**config.mk**
```make
export PLATFORM = sky130hd
export DESIGN_NAME = gamma_correct_coverage_blend_core
export DESIGN_NICKNAME = d
export VERILOG_FILES = /design/src/hw/rtl/gccb_pkg.sv /design/src/hw/rtl/gamma_correct_coverage_blend_core.sv
export SDC_FILE = /design/constraint.sdc
export NUM_CORES = 2
export LEC_CHECK = 0
export ABC_AREA = 1
export BUFFER_PORTS_ARGS = -buffer_cell sky130_fd_sc_hd__buf_2
export CORE_UTILIZATION = 55
export DETAILED_ROUTE_END_ITERATION = 16
export GPL_ROUTABILITY_DRIVEN = 0
export PLACE_DENSITY_LB_ADDON = 0.2
export RECOVER_POWER = 25
export REMOVE_ABC_BUFFERS = 1
export SYNTH_ARGS = -nofsm -noshare
export SYNTH_HDL_FRONTEND = slang
export SYNTH_SLANG_ARGS = --single-unit
```
**constraint.sdc**
```tcl
create_clock -name i_clk -period 14.9 [get_ports i_clk]
set_input_delay 0.745 -clock i_clk [delete_from_list [all_inputs] [get_ports i_clk]]
set_output_delay 0.745 -clock i_clk [all_outputs]
set_load 0.1 [all_outputs]
```
**src/hw/rtl/gccb_pkg.sv**
```systemverilog
// Shared types, register indexes, divide-by-255 helper and square-root ROM for the blend core.
package gccb_pkg;

    typedef enum logic [1:0] {
        CFG_FG_COLOR   = 2'd0,
        CFG_GAMMA_MODE = 2'd1,
        CFG_DRAW_WIDTH = 2'd2
    } t_cfg_reg;

    localparam int CHANNELS = 3;
    localparam logic [7:0] FULL_COVERAGE = 8'hFF;

    typedef logic [7:0]  t_chan;
    typedef logic [15:0] t_wide;
    typedef t_chan [255:0] t_rom;

    // floor(x / 255) for x <= 255*255
    function automatic t_chan div255(input t_wide x);
        logic [16:0] sum;
        sum = {1'b0, x} + {9'd0, x[15:8]} + 17'd1;
        return sum[15:8];
    endfunction

    // entry i holds round(sqrt(i * 255))
    function automatic t_rom build_root_rom();
        t_rom rom;
        int   x;
        int   r;
        for (int i = 0; i < 256; i++) begin
            x = i * 255;
            r = 0;
            for (int v = 0; v < 256; v++) begin
                if ((2 * v + 1) * (2 * v + 1) <= 4 * x) begin
                    r = v + 1;
                end
            end
            rom[i] = r[7:0];
        end
        return rom;
    endfunction

    localparam t_rom ROOT_ROM = build_root_rom();

endpackage

```
**src/hw/rtl/gamma_correct_coverage_blend_core.sv**
```systemverilog
// Top level of the coverage blend core: config registers and five-stage blend pipeline.
// Blends one glyph coverage value over one background pixel with the foreground color
// in fg_color, per R/G/B channel, either in linear light (square/255, mix, sqrt ROM) or
// on raw bytes. Each pixel passes five register stages (square, linearize, weight, mix,
// output) between its input transfer and its result; the pipeline accepts one pixel
// per clock, and a stall on the output holds each stage that is full.
// Pixels whose column is negative, at or beyond draw_width, or with zero coverage come
// out unchanged with write_enable low. Configuration writes are always accepted and take
// effect at once; write them only while the pipeline is empty.
module gamma_correct_coverage_blend_core (
    input  logic               i_clk,
    input  logic               i_rst_n,
    input  logic               i_cfg_valid,
    output logic               o_cfg_ready,
    input  logic [1:0]         i_cfg_index,
    input  logic [23:0]        i_cfg_data,
    input  logic               i_in_valid,
    output logic               o_in_ready,
    input  logic [7:0]         i_coverage,
    input  logic [31:0]        i_background,
    input  logic signed [12:0] i_pixel_column,
    output logic               o_out_valid,
    input  logic               i_out_ready,
    output logic [31:0]        o_pixel_out,
    output logic               o_write_enable
);

    localparam int NCH = gccb_pkg::CHANNELS;

    logic [23:0] r_fg;
    logic        r_gamma;
    logic [12:0] r_width;

    logic        r_v1, r_v2, r_v3, r_v4, r_v5;
    logic        en1, en2, en3, en4, en5;

    logic [7:0]  r_cov1, r_cov2;
    logic [31:0] r_bg1, r_bg2, r_bg3, r_bg4;
    logic        r_we1, r_we2, r_we3, r_we4;
    logic        r_full1, r_full2, r_full3, r_full4;
    gccb_pkg::t_wide r_sqf1 [NCH];
    gccb_pkg::t_wide r_sqb1 [NCH];
    gccb_pkg::t_chan r_lf2 [NCH];
    gccb_pkg::t_chan r_lb2 [NCH];
    gccb_pkg::t_wide r_pf3 [NCH];
    gccb_pkg::t_wide r_pb3 [NCH];
    gccb_pkg::t_chan r_m4 [NCH];
    logic [31:0] r_pix5;
    logic        r_we5;

    gccb_pkg::t_chan fg_ch [NCH];
    gccb_pkg::t_chan bg_ch [NCH];
    gccb_pkg::t_chan bg1_ch [NCH];
    gccb_pkg::t_chan n_out_ch [NCH];
    logic        n_we;
    logic [31:0] n_pix;
    logic [7:0]  inv_cov;
    gccb_pkg::t_wide mix_sum [NCH];

    assign o_cfg_ready = 1'b1;

    always_ff @(posedge i_clk) begin
        if (!i_rst_n) begin
            r_fg    <= 24'hFFFFFF;
            r_gamma <= 1'b1;
            r_width <= 13'd1920;
        end else if (i_cfg_valid) begin
            unique case (i_cfg_index)
                gccb_pkg::CFG_FG_COLOR:   r_fg    <= i_cfg_data;
                gccb_pkg::CFG_GAMMA_MODE: r_gamma <= i_cfg_data[0];
                gccb_pkg::CFG_DRAW_WIDTH: r_width <= i_cfg_data[12:0];
                default: ;
            endcase
        end
    end

    // advance a stage when it is empty or its successor advances
    assign en5 = !r_v5 || i_out_ready;
    assign en4 = !r_v4 || en5;
    assign en3 = !r_v3 || en4;
    assign en2 = !r_v2 || en3;
    assign en1 = !r_v1 || en2;
    assign o_in_ready  = en1;
    assign o_out_valid = r_v5;

    always_ff @(posedge i_clk) begin
        if (!i_rst_n) begin
            r_v1 <= 1'b0;
            r_v2 <= 1'b0;
            r_v3 <= 1'b0;
            r_v4 <= 1'b0;
            r_v5 <= 1'b0;
        end else begin
            if (en1) r_v1 <= i_in_valid;
            if (en2) r_v2 <= r_v1;
            if (en3) r_v3 <= r_v2;
            if (en4) r_v4 <= r_v3;
            if (en5) r_v5 <= r_v4;
        end
    end

    always_comb begin
        for (int c = 0; c < NCH; c++) begin
            fg_ch[c]  = r_fg[8*c +: 8];
            bg_ch[c]  = i_background[8*c +: 8];
            bg1_ch[c] = r_bg1[8*c +: 8];
        end
    end

    assign n_we = !i_pixel_column[12] && ($unsigned(i_pixel_column) < r_width)
                  && (i_coverage != 8'd0);
    assign inv_cov = 8'hFF - r_cov2;

    always_ff @(posedge i_clk) begin
        if (en1) begin
            r_cov1  <= i_coverage;
            r_bg1   <= i_background;
            r_we1   <= n_we;
            r_full1 <= (i_coverage == gccb_pkg::FULL_COVERAGE);
            for (int c = 0; c < NCH; c++) begin
                r_sqf1[c] <= {8'd0, fg_ch[c]} * {8'd0, fg_ch[c]};
                r_sqb1[c] <= {8'd0, bg_ch[c]} * {8'd0, bg_ch[c]};
            end
        end
        if (en2) begin
            r_cov2  <= r_cov1;
            r_bg2   <= r_bg1;
            r_we2   <= r_we1;
            r_full2 <= r_full1;
            for (int c = 0; c < NCH; c++) begin
                r_lf2[c] <= r_gamma ? gccb_pkg::div255(r_sqf1[c]) : fg_ch[c];
                r_lb2[c] <= r_gamma ? gccb_pkg::div255(r_sqb1[c]) : bg1_ch[c];
            end
        end
        if (en3) begin
            r_bg3   <= r_bg2;
            r_we3   <= r_we2;
            r_full3 <= r_full2;
            for (int c = 0; c < NCH; c++) begin
                r_pf3[c] <= {8'd0, r_cov2} * {8'd0, r_lf2[c]};
                r_pb3[c] <= {8'd0, inv_cov} * {8'd0, r_lb2[c]};
            end
        end
        if (en4) begin
            r_bg4   <= r_bg3;
            r_we4   <= r_we3;
            r_full4 <= r_full3;
            for (int c = 0; c < NCH; c++) begin
                r_m4[c] <= gccb_pkg::div255(mix_sum[c]);
            end
        end
        if (en5) begin
            r_pix5 <= n_pix;
            r_we5  <= r_we4;
        end
    end

    always_comb begin
        for (int c = 0; c < NCH; c++) begin
            mix_sum[c]  = r_pf3[c] + r_pb3[c];
            n_out_ch[c] = r_gamma ? gccb_pkg::ROOT_ROM[r_m4[c]] : r_m4[c];
        end
        if (!r_we4) begin
            n_pix = r_bg4;
        end else if (r_full4) begin
            n_pix = {8'h00, r_fg};
        end else begin
            n_pix = {8'h00, n_out_ch[2], n_out_ch[1], n_out_ch[0]};
        end
    end

    assign o_pixel_out    = r_pix5;
    assign o_write_enable = r_we5;

endmodule

```
==> flow_summary.json <==
{
  "clock_sinks": 483,
  "status": "complete, but fails checks",
  "ios": 120,
  "critPathLaunch": "r_cov2[0]",
  "viasPerCell": 5.376,
  "nFillCells": 7700,
  "grt_antenna_before_repair": 4,
  "grt_first_pass_wirelength_um": 190200,
  "cts_hold_buf": 0,
  "layout_common_cells": "nand2_1 (1360), inv_1 (1149), ha_1 (531)",
  "finalWirelength_um": 116700,
  "max_freq_mhz": 162.0,
  "cts_resized": 0,
  "hold_class": "input port to flip-flop",
  "crit_fanout": 29,
  "dieHeight_um": 298.5,
  "synth_seq_cells": 483,
  "rsz0062_at_grt": "false",
  "synth-seq-area-share": 0.2911,
  "syn_area_um2": 48340,
  "cts.htree.levels": 2,
  "r2r_setup_slack_ns": 8.73,
  "required_ns": 15.25,
  "reg2reg_depth": 18,
  "ys_types": 55,
  "critical_path.startpoint_type": "flip-flop",
  "criticalPathCategory": "flip-flop to flip-flop",
  "grt_max_degree": 72,
  "postCtsSetupBuffers": 0,
  "vias": 38285,
  "hold_end": "r_bg1[27]",
  "grt_pass1_vias": 37559,
  "ant_nets": 0,
  "clk_pin_slew_ns": 0.06,
  "fp.coreArea_um2": 86890,
  "maxSlewViolCount": 105,
  "wire_per_inst_um": 16.39,
  "worstHoldStart": "i_background[27]",
  "endpoint_kind": "flip-flop",
  "drc": 0,
  "ff_latch_area_um2": 14070,
  "area_growth_pct": 6.647,
  "avgSynthCellArea_um2": 8.161,
  "clock_skew_ns": 0.05907,
  "grt.overflow.total": 0,
  "maxCapViolCount": 3,
  "violations": "capacitance limit, slew limit",
  "tns_ns": 0,
  "period_share": 0.4143,
  "cts_buffer_depth": 3,
  "worst_skew_pair.late_latency_ns": 0.65,
  "worst_pin_slew_ns": 1.962,
  "finalCriticalPeriod_ns": 6.173,
  "dpl.hpwl_um": 89670,
  "portBuffers": 118,
  "postSynth.asyncResetShare": 0,
  "grt_use_total": 0.2629,
  "arrival_ns": 6.52,
  "hold_violations": 0,
  "ys.warnings.count": 0,
  "wl_met3_um": 6866,
  "synth_ff_type": "edfxtp_1",
  "rows": 108,
  "drive_gt1_frac": 0.05015,
  "max_slew_margin": -0.3078,
  "routed.top_layer": "met4",
  "dr.pass1.iters": 6,
  "hold_depth": 1,
  "timing.rr.end": "r_pf3[0][15]",
  "dieArea_um2": 89080,
  "die_w_um": 298.5,
  "met2_length_um": 55390,
  "drtIter0Drc": 3140,
  "fin_nets": 6896,
  "cts-root-buf": "clkbuf_16",
  "synth_edf_count": 440,
  "setup_viol": 0,
  "start_util": 0.5563,
  "wl_met1_um": 51310,
  "cts_tree": "yes",
  "r2r-start": "r_cov2[0]",
  "final_common_cell": "nand2_1",
  "synthCells": 5923,
  "cts_buffers": 55,
  "multi_input_area_um2": 29030
}
sequential cells by signal, indices dropped and copies added (netlist names), 8 cells and up:
register	flops
r_sqf1	45
r_pf3	48
r_lb2	24
r_bg2	32
r_pb3	48
r_bg3	32
r_lf2	24
r_sqb1	42
r_width	13
r_bg4	32
o_pixel_out	32
r_m4	24
r_cov1	8
r_fg	24
r_cov2	8
r_bg1	32
cell usage after synthesis, types with 10 or more instances:
master / n / share of area
nand2_1: 1361 / 0.11
inv_1: 1152 / 0.089
ha_1: 531 / 0.14
edfxtp_1: 440 / 0.27
nor2_1: 437 / 0.034
fa_1: 366 / 0.15
a21oi_1: 339 / 0.035
o21ai_0: 256 / 0.027
nand3_1: 237 / 0.025
xor2_1: 141 / 0.026
clkbuf_1: 139 / 0.011
xnor2_1: 71 / 0.013
dfxtp_1: 43 / 0.018
nand4_1: 41 / 0.0053
o211ai_1: 41 / 0.0064
nand2_2: 37 / 0.0048
buf_2: 27 / 0.0028
nor3_1: 23 / 0.0024
a31oi_1: 21 / 0.0027
buf_1: 19 / 0.0015
o31ai_1: 19 / 0.0030
nor2_2: 18 / 0.0023
o2111ai_1: 17 / 0.0031
inv_2: 15 / 0.0012
o21ai_1: 12 / 0.0012
nand3b_1: 11 / 0.0017
clkbuf_2: 10 / 0.0010
how the worst max path moves through the flow:
stage | end | slack, ns | cells past startpoint
after floorplan | o_in_ready | 4.98 | 9
after global placement | r_bg1[19] | 9.31 | 12
after detailed placement | r_sqb1[0][34] | 9.21 | 12
after CTS | r_pf3[0][15] | 9.63 | 18
after global routing | r_pf3[0][15] | 8.47 | 18
final | r_pf3[0][15] | 8.73 | 18
cell families (layout without fill, tap and decap cells):
family / Yosys count / in the layout / synth area share
AND/OR/NAND/NOR: 2194 / 2194 / 0.1855
buffers and inverters: 1376 / 1414 / 0.1087
adder cells (fa/ha/maj): 897 / 897 / 0.2890
AO/OA/AOI/OAI: 757 / 757 / 0.08637
flip-flops: 483 / 483 / 0.2911
XOR/XNOR: 214 / 214 / 0.03908
other: 2 / 7 / 0.0001554
critical path: stages, from the launching register on:
cell and delay, ns:
edfxtp_1 0.82, clkbuf_1 1.35, nand2_1 0.20, fa_1 0.54
fa_1 0.50, inv_1 0.05, fa_1 0.47, inv_1 0.05
fa_1 0.47, inv_1 0.04, ha_1 0.35, nand2_1 0.09
o21ai_0 0.17, nor2_1 0.09, o21ai_0 0.28, nand3_1 0.14
nor2_1 0.11, nor2_1 0.06, xor2_1 0.14
layer usage:
metal  up-vias  track usage
met1     18087       0.3601
met4         0      0.07839
met3       184      0.02668
li1      18787            -
met5         -            0
met2      1227       0.4415
stage by stage:
stage	utilization	instances	area, µm²	setup slack, ns	hold WS, ns
finish	0.5933	7121	51550	8.727	0.2710
global route	0.5933	7121	51550	8.468	0.2520
CTS	0.5937	7117	51590	9.626	0.2347
detailed placement	0.5720	7013	49700	9.214	0.4045
global placement	0.5720	7013	49700	9.306	0.4001
floorplan	-	5719	47480	4.978	0.4003
layout make-up:
cell class                 count  share of cell area
multi-input combinational   4065              0.5630
sequential                   483              0.2730
inverter                    1171             0.08543
antenna                        4           0.0001942
clock buffer                  66             0.02932
timing repair buffer         139             0.01364
clock inverter                38            0.007330
tap                         1155             0.02803
Power is not shown: default switching activity piles up to over one toggle a cycle in this logic, so the estimate is an artifact.
